`src/sv/bps_pkg.sv`:
```
`default_nettype none
package bps_pkg;
   // Default coordinate width (Q16.16) and limit on steps per segment
   localparam int COORD_WIDTH_DEF = 32;
   localparam int MAX_SAMPLES_DEF = 63;

   // Steps-per-segment register
   localparam int SPS_WIDTH = 6;
   localparam logic [SPS_WIDTH-1:0] SPS_RESET = 6'd16;
endpackage
`default_nettype wire

```
`src/sv/bps_ifs.sv`:
```
`default_nettype none
// Waypoint channel
interface bps_req_if #(parameter int COORD_WIDTH = bps_pkg::COORD_WIDTH_DEF);
   logic                          valid;
   logic                          ready;
   logic                          new_path;
   logic signed [COORD_WIDTH-1:0] point_x;
   logic signed [COORD_WIDTH-1:0] point_y;
   modport source (output valid, new_path, point_x, point_y, input ready);
   modport sink (input valid, new_path, point_x, point_y, output ready);
endinterface

// Sample channel
interface bps_rsp_if #(parameter int COORD_WIDTH = bps_pkg::COORD_WIDTH_DEF);
   logic                          valid;
   logic                          ready;
   logic signed [COORD_WIDTH-1:0] sample_x;
   logic signed [COORD_WIDTH-1:0] sample_y;
   logic                          segment_end;
   modport source (output valid, sample_x, sample_y, segment_end, input ready);
   modport sink (input valid, sample_x, sample_y, segment_end, output ready);
endinterface

// Register write channel
interface bps_csr_if;
   logic                           valid;
   logic                           ready;
   logic [bps_pkg::SPS_WIDTH-1:0]  data;
   modport source (output valid, data, input ready);
   modport sink (input valid, data, output ready);
endinterface
`default_nettype wire

```
`src/sv/bezier_path_smoother.sv`:
```
`default_nettype none
// The first waypoint of a path is taken and gives no sample.
// A closing waypoint first divides for the control points, then forms the segment
// divisor, then computes N+1 samples, each by weights, multiply-accumulate and division,
// using the one shared multiplier and the one-bit-per-cycle restoring divider.
// Throughput: one waypoint at a time; ready is low while a segment is sampled.
// Reset: synchronous, active high; clears the path state, the output and N to 16.
module bezier_path_smoother #(
   parameter int COORD_WIDTH = bps_pkg::COORD_WIDTH_DEF,
   parameter int MAX_SAMPLES = bps_pkg::MAX_SAMPLES_DEF
) (
   input  wire logic   clock,
   input  wire logic   reset,
   bps_req_if.sink     req_if,
   bps_rsp_if.source   rsp_if,
   bps_csr_if.sink     csr_if
);
   import bps_pkg::*;

   localparam int W  = COORD_WIDTH;
   localparam int SW = $clog2(MAX_SAMPLES + 1);
   localparam int DW = 3 * SW;
   localparam int NW = DW + W + 1;
   localparam int PW = W + DW + 2;
   localparam int AW = NW + 1;
   localparam int QW = W + 1;
   localparam int CW = $clog2(QW + 1);

   localparam logic [3:0] ST_IDLE = 4'd0;
   localparam logic [3:0] ST_CDIV = 4'd1;
   localparam logic [3:0] ST_DN1  = 4'd2;
   localparam logic [3:0] ST_DN2  = 4'd3;
   localparam logic [3:0] ST_WGT  = 4'd4;
   localparam logic [3:0] ST_MAC  = 4'd5;
   localparam logic [3:0] ST_DIV  = 4'd6;
   localparam logic [3:0] ST_EMIT = 4'd7;

   // Saturate a wide signed value to the coordinate range
   function automatic logic signed [W-1:0] sat_w(input logic signed [W+1:0] v);
      logic signed [W-1:0] r;
      if (v[W+1:W-1] == 3'b000 || v[W+1:W-1] == 3'b111) begin
         r = v[W-1:0];
      end else if (v[W+1]) begin
         r = {1'b1, {(W-1){1'b0}}};
      end else begin
         r = {1'b0, {(W-1){1'b1}}};
      end
      return r;
   endfunction

   // Biased numerator for round(a + 2b) / 3
   function automatic logic [NW-1:0] div3_num(input logic signed [W-1:0] a,
                                              input logic signed [W-1:0] b);
      logic signed [NW-1:0] sa;
      logic signed [NW-1:0] sb;
      sa = NW'(a);
      sb = NW'(b);
      return NW'(sa + (sb <<< 1) + NW'(1) + (NW'(3) << W));
   endfunction

   // Configuration register
   logic [SPS_WIDTH-1:0] sps_ff;
   assign csr_if.ready = !reset;
   always_ff @(posedge clock) begin
      if (reset) begin
         sps_ff <= SPS_RESET;
      end else if (csr_if.valid) begin
         sps_ff <= csr_if.data;
      end
   end

   logic [SW-1:0] n_eff;
   always_comb begin
      if (sps_ff == '0) begin
         n_eff = SW'(1);
      end else if (sps_ff > SPS_WIDTH'(MAX_SAMPLES)) begin
         n_eff = SW'(MAX_SAMPLES);
      end else begin
         n_eff = SW'(sps_ff);
      end
   end

   // Registers
   logic [3:0]              state_ff;
   logic [2:0]              step_ff;
   logic                    coord_ff;
   logic [1:0]              seen_ff;
   logic                    first_ff;
   logic signed [W-1:0]     prev_x_ff, prev_y_ff, ctrl_x_ff, ctrl_y_ff;
   logic signed [W-1:0]     px_ff [4];
   logic signed [W-1:0]     py_ff [4];
   logic [SW-1:0]           n_ff, m_ff;
   logic [DW-1:0]           d_ff;
   logic [2*SW-1:0]         kk_ff, mm_ff;
   logic [DW-1:0]           w_ff [4];
   logic signed [AW-1:0]    acc_ff;
   logic [DW-1:0]           div_rem_ff;
   logic [QW-1:0]           div_num_ff;
   logic [DW-1:0]           div_dv_ff;
   logic [CW-1:0]           div_cnt_ff;
   logic signed [W-1:0]     res_x_ff, res_y_ff;
   logic                    out_valid_ff;
   logic signed [W-1:0]     out_x_ff, out_y_ff;
   logic                    out_end_ff;

   logic [SW-1:0] k_val;
   assign k_val = n_ff - m_ff;

   // Shared multiplier
   logic signed [W:0]    mul_a;
   logic [DW-1:0]        mul_b;
   logic signed [PW-1:0] mul_p;
   always_comb begin
      mul_a = '0;
      mul_b = '0;
      case (state_ff)
         ST_DN1: begin
            mul_a = $signed((W+1)'(n_ff));
            mul_b = DW'(n_ff);
         end
         ST_DN2: begin
            mul_a = $signed((W+1)'(kk_ff));
            mul_b = DW'(n_ff);
         end
         ST_WGT: begin
            case (step_ff)
               3'd0: begin
                  mul_a = $signed((W+1)'(k_val));
                  mul_b = DW'(k_val);
               end
               3'd1: begin
                  mul_a = $signed((W+1)'(m_ff));
                  mul_b = DW'(m_ff);
               end
               3'd2: begin
                  mul_a = $signed((W+1)'(kk_ff));
                  mul_b = DW'(k_val);
               end
               3'd3: begin
                  mul_a = $signed((W+1)'(kk_ff));
                  mul_b = DW'(m_ff);
               end
               3'd4: begin
                  mul_a = $signed((W+1)'(mm_ff));
                  mul_b = DW'(k_val);
               end
               default: begin
                  mul_a = $signed((W+1)'(mm_ff));
                  mul_b = DW'(m_ff);
               end
            endcase
         end
         ST_MAC: begin
            mul_a = coord_ff ? (W+1)'(py_ff[step_ff[1:0]]) : (W+1)'(px_ff[step_ff[1:0]]);
            mul_b = w_ff[step_ff[1:0]];
         end
         default: begin
            mul_a = '0;
            mul_b = '0;
         end
      endcase
   end
   assign mul_p = PW'(mul_a * $signed({1'b0, mul_b}));

   logic [DW-1:0] mul_lo, mul_x3;
   assign mul_lo = DW'(mul_p);
   assign mul_x3 = mul_lo + {mul_lo[DW-2:0], 1'b0};

   logic signed [AW-1:0] acc_add;
   logic signed [AW-1:0] acc_init;
   assign acc_add  = acc_ff + AW'(mul_p);
   assign acc_init = $signed((AW'(d_ff) << W) + AW'(d_ff >> 1));

   // Restoring divider, one quotient bit per cycle
   logic [DW:0]   div_trial;
   logic          div_qbit;
   logic [DW-1:0] div_rem_nx;
   logic [QW-1:0] div_q;
   logic          div_last;
   logic signed [W-1:0] div_res;
   assign div_trial  = {div_rem_ff, div_num_ff[QW-1]};
   assign div_qbit   = (div_trial >= {1'b0, div_dv_ff});
   assign div_rem_nx = div_qbit ? DW'(div_trial - {1'b0, div_dv_ff}) : DW'(div_trial);
   assign div_q      = {div_num_ff[QW-2:0], div_qbit};
   assign div_last   = (div_cnt_ff == CW'(QW - 1));
   assign div_res    = sat_w((W+2)'($signed({~div_q[QW-1], div_q[QW-2:0]})));

   // Divider load
   logic          div_load;
   logic [NW-1:0] div_load_num;
   logic [DW-1:0] div_load_dv;
   logic [1:0]    next_job;
   assign next_job = step_ff[1:0] + 2'd1;
   logic accept_in, seg_start, emit_go;
   assign accept_in = req_if.valid && req_if.ready;
   assign seg_start = accept_in && !req_if.new_path && (seen_ff != 2'd0);
   assign emit_go   = (state_ff == ST_EMIT) && (!out_valid_ff || rsp_if.ready);

   always_comb begin
      div_load     = 1'b0;
      div_load_num = '0;
      div_load_dv  = DW'(3);
      if (state_ff == ST_IDLE) begin
         div_load     = seg_start;
         div_load_num = div3_num(prev_x_ff, req_if.point_x);
      end else if (state_ff == ST_CDIV) begin
         div_load = div_last && (step_ff[1:0] != 2'd3);
         case (next_job)
            2'd1:    div_load_num = div3_num(py_ff[0], py_ff[3]);
            2'd2:    div_load_num = div3_num(px_ff[3], px_ff[0]);
            default: div_load_num = div3_num(py_ff[3], py_ff[0]);
         endcase
      end else if (state_ff == ST_MAC) begin
         div_load     = (step_ff[1:0] == 2'd3);
         div_load_num = acc_add[NW-1:0];
         div_load_dv  = d_ff;
      end
   end

   always_ff @(posedge clock) begin
      if (div_load) begin
         div_rem_ff <= div_load_num[NW-1:QW];
         div_num_ff <= div_load_num[QW-1:0];
         div_dv_ff  <= div_load_dv;
         div_cnt_ff <= '0;
      end else begin
         div_rem_ff <= div_rem_nx;
         div_num_ff <= div_q;
         div_cnt_ff <= div_cnt_ff + CW'(1);
      end
   end

   assign req_if.ready = (state_ff == ST_IDLE) && !reset;

   // Sequencer
   always_ff @(posedge clock) begin
      if (reset) begin
         state_ff <= ST_IDLE;
         seen_ff  <= 2'd0;
         step_ff  <= '0;
         coord_ff <= 1'b0;
      end else begin
         case (state_ff)
            ST_IDLE: begin
               if (accept_in) begin
                  if (seg_start) begin
                     state_ff <= ST_CDIV;
                     step_ff  <= '0;
                  end else begin
                     seen_ff <= 2'd1;
                  end
               end
            end
            ST_CDIV: begin
               if (div_last) begin
                  if (step_ff[1:0] == 2'd3) begin
                     state_ff <= ST_DN1;
                  end else begin
                     step_ff <= step_ff + 3'd1;
                  end
               end
            end
            ST_DN1: state_ff <= ST_DN2;
            ST_DN2: begin
               state_ff <= ST_WGT;
               step_ff  <= '0;
            end
            ST_WGT: begin
               if (step_ff == 3'd5) begin
                  state_ff <= ST_MAC;
                  step_ff  <= '0;
                  coord_ff <= 1'b0;
               end else begin
                  step_ff <= step_ff + 3'd1;
               end
            end
            ST_MAC: begin
               if (step_ff[1:0] == 2'd3) begin
                  state_ff <= ST_DIV;
               end
               step_ff <= step_ff + 3'd1;
            end
            ST_DIV: begin
               if (div_last) begin
                  step_ff <= '0;
                  if (!coord_ff) begin
                     coord_ff <= 1'b1;
                     state_ff <= ST_MAC;
                  end else begin
                     state_ff <= ST_EMIT;
                  end
               end
            end
            ST_EMIT: begin
               if (emit_go) begin
                  if (m_ff == n_ff) begin
                     state_ff <= ST_IDLE;
                     seen_ff  <= 2'd2;
                  end else begin
                     state_ff <= ST_WGT;
                     step_ff  <= '0;
                  end
               end
            end
            default: state_ff <= ST_IDLE;
         endcase
      end
   end

   // Datapath registers
   always_ff @(posedge clock) begin
      case (state_ff)
         ST_IDLE: begin
            if (accept_in) begin
               if (seg_start) begin
                  px_ff[0] <= prev_x_ff;
                  py_ff[0] <= prev_y_ff;
                  px_ff[3] <= req_if.point_x;
                  py_ff[3] <= req_if.point_y;
                  px_ff[1] <= sat_w((W+2)'(prev_x_ff) * (W+2)'(2) - (W+2)'(ctrl_x_ff));
                  py_ff[1] <= sat_w((W+2)'(prev_y_ff) * (W+2)'(2) - (W+2)'(ctrl_y_ff));
                  first_ff <= (seen_ff == 2'd1);
                  n_ff     <= n_eff;
               end else begin
                  prev_x_ff <= req_if.point_x;
                  prev_y_ff <= req_if.point_y;
                  ctrl_x_ff <= '0;
                  ctrl_y_ff <= '0;
               end
            end
         end
         ST_CDIV: begin
            if (div_last) begin
               case (step_ff[1:0])
                  2'd0: px_ff[2] <= div_res;
                  2'd1: py_ff[2] <= div_res;
                  2'd2: if (first_ff) px_ff[1] <= div_res;
                  default: if (first_ff) py_ff[1] <= div_res;
               endcase
            end
         end
         ST_DN1: kk_ff <= (2*SW)'(mul_p);
         ST_DN2: begin
            d_ff <= mul_lo;
            m_ff <= '0;
         end
         ST_WGT: begin
            case (step_ff)
               3'd0: kk_ff <= (2*SW)'(mul_p);
               3'd1: mm_ff <= (2*SW)'(mul_p);
               3'd2: w_ff[0] <= mul_lo;
               3'd3: w_ff[1] <= mul_x3;
               3'd4: w_ff[2] <= mul_x3;
               default: begin
                  w_ff[3] <= mul_lo;
                  acc_ff  <= acc_init;
               end
            endcase
         end
         ST_MAC: acc_ff <= acc_add;
         ST_DIV: begin
            if (div_last) begin
               acc_ff <= acc_init;
               if (!coord_ff) begin
                  res_x_ff <= div_res;
               end else begin
                  res_y_ff <= div_res;
               end
            end
         end
         ST_EMIT: begin
            if (emit_go) begin
               m_ff <= m_ff + SW'(1);
               if (m_ff == n_ff) begin
                  prev_x_ff <= px_ff[3];
                  prev_y_ff <= py_ff[3];
                  ctrl_x_ff <= px_ff[2];
                  ctrl_y_ff <= py_ff[2];
               end
            end
         end
         default: acc_ff <= acc_ff;
      endcase
   end

   // Output register
   always_ff @(posedge clock) begin
      if (reset) begin
         out_valid_ff <= 1'b0;
      end else if (emit_go) begin
         out_valid_ff <= 1'b1;
      end else if (rsp_if.ready) begin
         out_valid_ff <= 1'b0;
      end
   end
   always_ff @(posedge clock) begin
      if (emit_go) begin
         out_x_ff   <= res_x_ff;
         out_y_ff   <= res_y_ff;
         out_end_ff <= (m_ff == n_ff);
      end
   end

   assign rsp_if.valid       = out_valid_ff;
   assign rsp_if.sample_x    = out_x_ff;
   assign rsp_if.sample_y    = out_y_ff;
   assign rsp_if.segment_end = out_end_ff;

   // Checks
   a_wgt_sum: assert property (@(posedge clock) disable iff (reset)
      (state_ff == ST_MAC && step_ff == 3'd0 && !coord_ff) |->
      ((DW+2)'(w_ff[0]) + (DW+2)'(w_ff[1]) + (DW+2)'(w_ff[2]) + (DW+2)'(w_ff[3])
       == (DW+2)'(d_ff)))
      else $error("Bernstein weights do not sum to the segment divisor");
   a_div_cnt: assert property (@(posedge clock) disable iff (reset)
      (state_ff == ST_DIV || state_ff == ST_CDIV) |-> (div_cnt_ff < CW'(QW)))
      else $error("divider ran past its last quotient bit");
   a_last_idle: assert property (@(posedge clock) disable iff (reset)
      (emit_go && m_ff == n_ff) |=> (state_ff == ST_IDLE && out_end_ff))
      else $error("last sample did not close the segment");
   a_step_m: assert property (@(posedge clock) disable iff (reset)
      (state_ff == ST_WGT) |-> (m_ff <= n_ff))
      else $error("sample index beyond step count");
endmodule
`default_nettype wire

```
`src/flat_wrapper.sv`:
```
// flat-port wrapper written by rule: the top's interface ports become plain ports
module bezier_path_smoother_flat import bps_pkg::*;
#(
   parameter int COORD_WIDTH = bps_pkg::COORD_WIDTH_DEF,
   parameter int MAX_SAMPLES = bps_pkg::MAX_SAMPLES_DEF
)
  (clock, reset, req_if_valid, req_if_new_path, req_if_point_x, req_if_point_y, req_if_ready, rsp_if_valid, rsp_if_sample_x, rsp_if_sample_y, rsp_if_segment_end, rsp_if_ready, csr_if_valid, csr_if_data, csr_if_ready);
  bps_req_if #(.COORD_WIDTH(COORD_WIDTH)) req_if_i ();
  bps_rsp_if #(.COORD_WIDTH(COORD_WIDTH)) rsp_if_i ();
  bps_csr_if csr_if_i ();
  input  wire logic clock;
  input  wire logic reset;
  input wire logic [$bits(req_if_i.valid)-1:0] req_if_valid;
  input wire logic [$bits(req_if_i.new_path)-1:0] req_if_new_path;
  input wire logic [$bits(req_if_i.point_x)-1:0] req_if_point_x;
  input wire logic [$bits(req_if_i.point_y)-1:0] req_if_point_y;
  output wire logic [$bits(req_if_i.ready)-1:0] req_if_ready;
  output wire logic [$bits(rsp_if_i.valid)-1:0] rsp_if_valid;
  output wire logic [$bits(rsp_if_i.sample_x)-1:0] rsp_if_sample_x;
  output wire logic [$bits(rsp_if_i.sample_y)-1:0] rsp_if_sample_y;
  output wire logic [$bits(rsp_if_i.segment_end)-1:0] rsp_if_segment_end;
  input wire logic [$bits(rsp_if_i.ready)-1:0] rsp_if_ready;
  input wire logic [$bits(csr_if_i.valid)-1:0] csr_if_valid;
  input wire logic [$bits(csr_if_i.data)-1:0] csr_if_data;
  output wire logic [$bits(csr_if_i.ready)-1:0] csr_if_ready;
  assign req_if_i.valid = req_if_valid;
  assign req_if_i.new_path = req_if_new_path;
  assign req_if_i.point_x = req_if_point_x;
  assign req_if_i.point_y = req_if_point_y;
  assign req_if_ready = req_if_i.ready;
  assign rsp_if_valid = rsp_if_i.valid;
  assign rsp_if_sample_x = rsp_if_i.sample_x;
  assign rsp_if_sample_y = rsp_if_i.sample_y;
  assign rsp_if_segment_end = rsp_if_i.segment_end;
  assign rsp_if_i.ready = rsp_if_ready;
  assign csr_if_i.valid = csr_if_valid;
  assign csr_if_i.data = csr_if_data;
  assign csr_if_ready = csr_if_i.ready;
  bezier_path_smoother #(.COORD_WIDTH(COORD_WIDTH), .MAX_SAMPLES(MAX_SAMPLES)) u_core (.clock(clock), .reset(reset), .req_if(req_if_i), .rsp_if(rsp_if_i), .csr_if(csr_if_i));
endmodule
```
`config.mk`:
```
export PLATFORM = sky130hd
export DESIGN_NAME = bezier_path_smoother_flat
export DESIGN_NICKNAME = d
export VERILOG_FILES = /design/src/sv/bps_pkg.sv /design/src/sv/bps_ifs.sv /design/src/sv/bezier_path_smoother.sv /design/src/flat_wrapper.sv
export SDC_FILE = /design/constraint.sdc
export NUM_CORES = 2
export LEC_CHECK = 0
export BUFFER_PORTS_ARGS = -buffer_cell sky130_fd_sc_hd__buf_2
export CORE_ASPECT_RATIO = 1.75
export CORE_MARGIN = 4
export CORE_UTILIZATION = 35
export CTS_CLUSTER_SIZE = 8
export DETAILED_ROUTE_END_ITERATION = 8
export GPL_TIMING_DRIVEN = 0
export PLACE_DENSITY = 0.6
export SLEW_MARGIN = 15
export SYNTH_ARGS = -nofsm -noshare
export SYNTH_HDL_FRONTEND = slang
export SYNTH_SLANG_ARGS = --single-unit
```
`constraint.sdc`:
```
create_clock -name clock -period 30.7 [get_ports clock]
set_clock_uncertainty 0.05 [all_clocks]
set_input_delay 4.605 -clock clock [delete_from_list [all_inputs] [get_ports clock]]
set_output_delay 4.605 -clock clock [all_outputs]
set_load 0.005 [all_outputs]
```
==> results.md <==
- Top Family by Delay on Critical Path: adder cells
- Min-delay src: u_core.res_x_ff[25]
- Via/cell ratio: 5.76
- 1st-iter DRT viols: 4870
- Synth Area in XOR/XNOR: 4.54%
- Adder-cell share of the synthesized area: between 20% and 30%
- Final number of setup-violating endpoints: 0
- Crit path DAT: around 17000 ps
- Period Utilization, post-route: 52.6%
- Placement row count: 216
- Die area: 207000 um^2
- Final Critical Period: 16150 ps
- Seq/Total Area, Yosys: between 30% and 40%
- Synthesis Warnings: 0
- Worst skew pair latency: 750 ps
- CP max stage delay: 1070 ps
- First-pass GRT wire length: around 450 mm
- Worst Max-Slew Pin Slew: ~1500 ps
- Clock buffer depth: 3
- R2R Setup Slk: 14550 ps
- CTS tree: yes
- Vias in the first global route: 62100
- CP Max Fanout: 10
- Placed Area: 75100 um^2
- Failing checks: max-capacitance violations
- Sink Count: 784
- Yosys reg bits: 784
- H-tree Lvls: 3
- Number of remaining DRC errors: 0
- Root buffer cell: clkbuf_16
- Fin area: 78300 um^2
- Critical path startpoint category: flip-flop
- Status: finished, violations left
- Number of max-cap violations: 1
- Die H: 599 um
- Leak: 31.5 nW
- Setup TNS: 0 ps
- Post-Syn Instances: 7276
- HP Class: reg -> reg
- I/O pins: 144
- Slowest CP cell: xor2_1
- Main synth FF type: edfxtp_1
- Port bufs: 141
- Worst Path Buf+Inv: 8
- Peak VDD IR: 69.7 uV
- Gr ovfl total: 0
- Crit end category: flip-flop
- Worst path required time: 31280 ps
- Fmax: 61.9 MHz
- Worst Path Class, Setup: reg -> reg
- P&R area growth vs syn: 11.9%
- Total Wirelength: ~330 mm
- Fin. max-slew vios: 0
- Mux share of post-synthesis cell area: 3.38%
- Post-CTS Hold Fix Bufs: 0
- Initial antenna violation count: 24
- DRT Pass-1 Iters: 9
- Most used cell, CP: fa_1
- Mapped Nets: between 8000 and 9000
- Via count: 59200
- Share of flip-flops with an asynchronous set or reset: 0%
- PostCTS Resize Cnt: 0
- CTS clk-pin slew, worst paths: approximately 60 ps
- Largest family of logic cells by synthesized area: adder cells
- Simple-gate share of the synthesized area: 15.8%
- DPL Wire Length: 272 mm
- Compound-Gate Fraction of Synth Area: between 10% and 20%
- CORE AREA: 198000 um^2
- Syn_area_per_cell: 9.61 um^2
- Post-CTS Setup Inserts: 0
- Final GP Congestion: approximately 1.1
- Post-Syn Area: 69900 um^2
- Share of post-route cells with drive strength above 1: under 10%
- GRT Util Overall: 31.0%
- EDFF count, synth: 709
- RSZ-0062 raised after global routing: no
- Largest net degree at the start of global routing: 52
- CTS buffer count: 108
- Power density over the cells: 44.3 nW/um^2
- Rel. slew slack: 0.117%
- Drt wl/cell: 31.8 um
- Cell variety after synth: 110
- Die width: 346 um
- Hold Vio Cnt, Final: 0
- Layout Nets: 8658
- Routed Antenna Nets: 0
- Initial Util: 35.2%
## power breakdown
part | internal (mW) | switching, mW | leakage [nW] | total, mW
clock network | 0.641 | 0.494 | 1.46 | 1.13
logic | 0.258 | 0.758 | 23.1 | 1.02
registers | 1.27 | 0.0408 | 7.00 | 1.31
## stage by stage
stage          util, %  power [mW]  setup slack, ps  std cells  hold slack (ps)
3_3_place_gp      37.2        2.24            12670      10000              352
5_1_grt           39.4        3.54            14730      10300              361
3_5_place_dp      37.9        2.33            15350      10100              355
4_1_cts           39.4        3.45            15350      10200              359
6_report          39.4        3.46            14550      10300              361
2_1_floorplan        -        1.73            18160       7276              350
## layout by cell type (no fill, tap or decap), types with 48 or more instances in the layout
| cell | count |
|---|---|
| a211oi_1 | 50 |
| a21o_1 | 158 |
| a21oi_1 | 361 |
| a22oi_1 | 76 |
| a31oi_1 | 56 |
| and2_1 | 119 |
| and3_1 | 70 |
| buf_2 | 170 |
| clkbuf_1 | 257 |
| clkbuf_16 | 108 |
| dfxtp_1 | 75 |
| edfxtp_1 | 709 |
| fa_1 | 567 |
| ha_1 | 426 |
| inv_1 | 860 |
| mux4_2 | 76 |
| nand2_1 | 1015 |
| nand2b_1 | 64 |
| nand3_1 | 133 |
| nand4_1 | 69 |
| nor2_1 | 521 |
| nor2b_1 | 67 |
| nor3_1 | 111 |
| o21a_1 | 48 |
| o21ai_0 | 299 |
| xnor2_1 | 241 |
| xor2_1 | 113 |
## sequential cells by signal, summed over array words and instances (netlist names), 6 cells and up, named ones only
signal / cells
u_core.px_ff: 128
u_core.py_ff: 128
u_core.w_ff: 72
u_core.acc_ff: 51
u_core.div_num_ff: 33
u_core.ctrl_x_ff: 32
u_core.ctrl_y_ff: 32
u_core.prev_x_ff: 32
u_core.prev_y_ff: 32
u_core.res_x_ff: 32
u_core.res_y_ff: 32
u_core.rsp_if.sample_x: 32
u_core.rsp_if.sample_y: 32
u_core.d_ff: 18
u_core.div_dv_ff: 18
u_core.div_rem_ff: 18
u_core.kk_ff: 12
u_core.mm_ff: 12
u_core.div_cnt_ff: 6
u_core.m_ff: 6
u_core.n_ff: 6
u_core.sps_ff: 6
## metal layers
| layer | track usage (%) | part of all wire (%) | vias to the layer above |
|---|---|---|---|
| met5 | 0 | 0.025 | - |
| met4 | 35.2 | 14 | 12 |
| met3 | 4.94 | 5.3 | 1209 |
| met2 | 55.3 | 50 | 2707 |
| met1 | 27.9 | 30 | 29500 |
| li1 | - | - | 25800 |
## layout make-up
type,count,area (um^2)
diodes,21,52.6
clock buffers,144,2850
clock inverters,8,191
plain buffers,280,1100
well taps,2616,3270
repair buffers,203,1600
flip-flops and latches,784,22800
fillers,19800,120000
inverters,867,3260
multi-input cells,5345,43100
## Yosys cell counts, drive strengths merged, types with 54 or more instances
master | number | area, um^2
nand2 | 1018 | 3820
inv | 866 | 3250
edfxtp | 709 | 21300
fa | 567 | 11400
nor2 | 529 | 1990
ha | 426 | 5330
a21oi | 400 | 2010
o21ai | 334 | 1670
xnor2 | 248 | 2170
clkbuf | 234 | 878
a21o | 158 | 1190
nand3 | 136 | 698
and2 | 121 | 757
nor3 | 120 | 642
xor2 | 114 | 998
a22oi | 78 | 586
mux4 | 76 | 1710
dfxtp | 75 | 1500
and3 | 71 | 445
nand4 | 70 | 444
nor2b | 67 | 419
nand2b | 64 | 400
a31oi | 57 | 372
a211oi | 54 | 425
## cells by family (layout without fill, tap and decap cells)
| group | after synthesis | count (layout) |
|---|---|---|
| xor gates and xnor gates | 362 | 362 |
| other | 0 | 21 |
| adders and majority gates | 993 | 993 |
| AOI/OAI and AO/OA | 1465 | 1465 |
| muxes | 139 | 139 |
| buffers and inverters | 1147 | 1502 |
| and+or+nand+nor | 2386 | 2386 |
| DFF | 784 | 784 |
## worst paths after layout
check                               endpoint  depth (start not counted)
setup reg to reg        u_core.div_rem_ff[0]                         39
hold / removal    u_core.rsp_if.sample_x[25]                          0
hold reg to reg   u_core.rsp_if.sample_x[25]                          0
setup / recovery        u_core.div_rem_ff[0]                         39
Power figures use the tool's default switching activity.
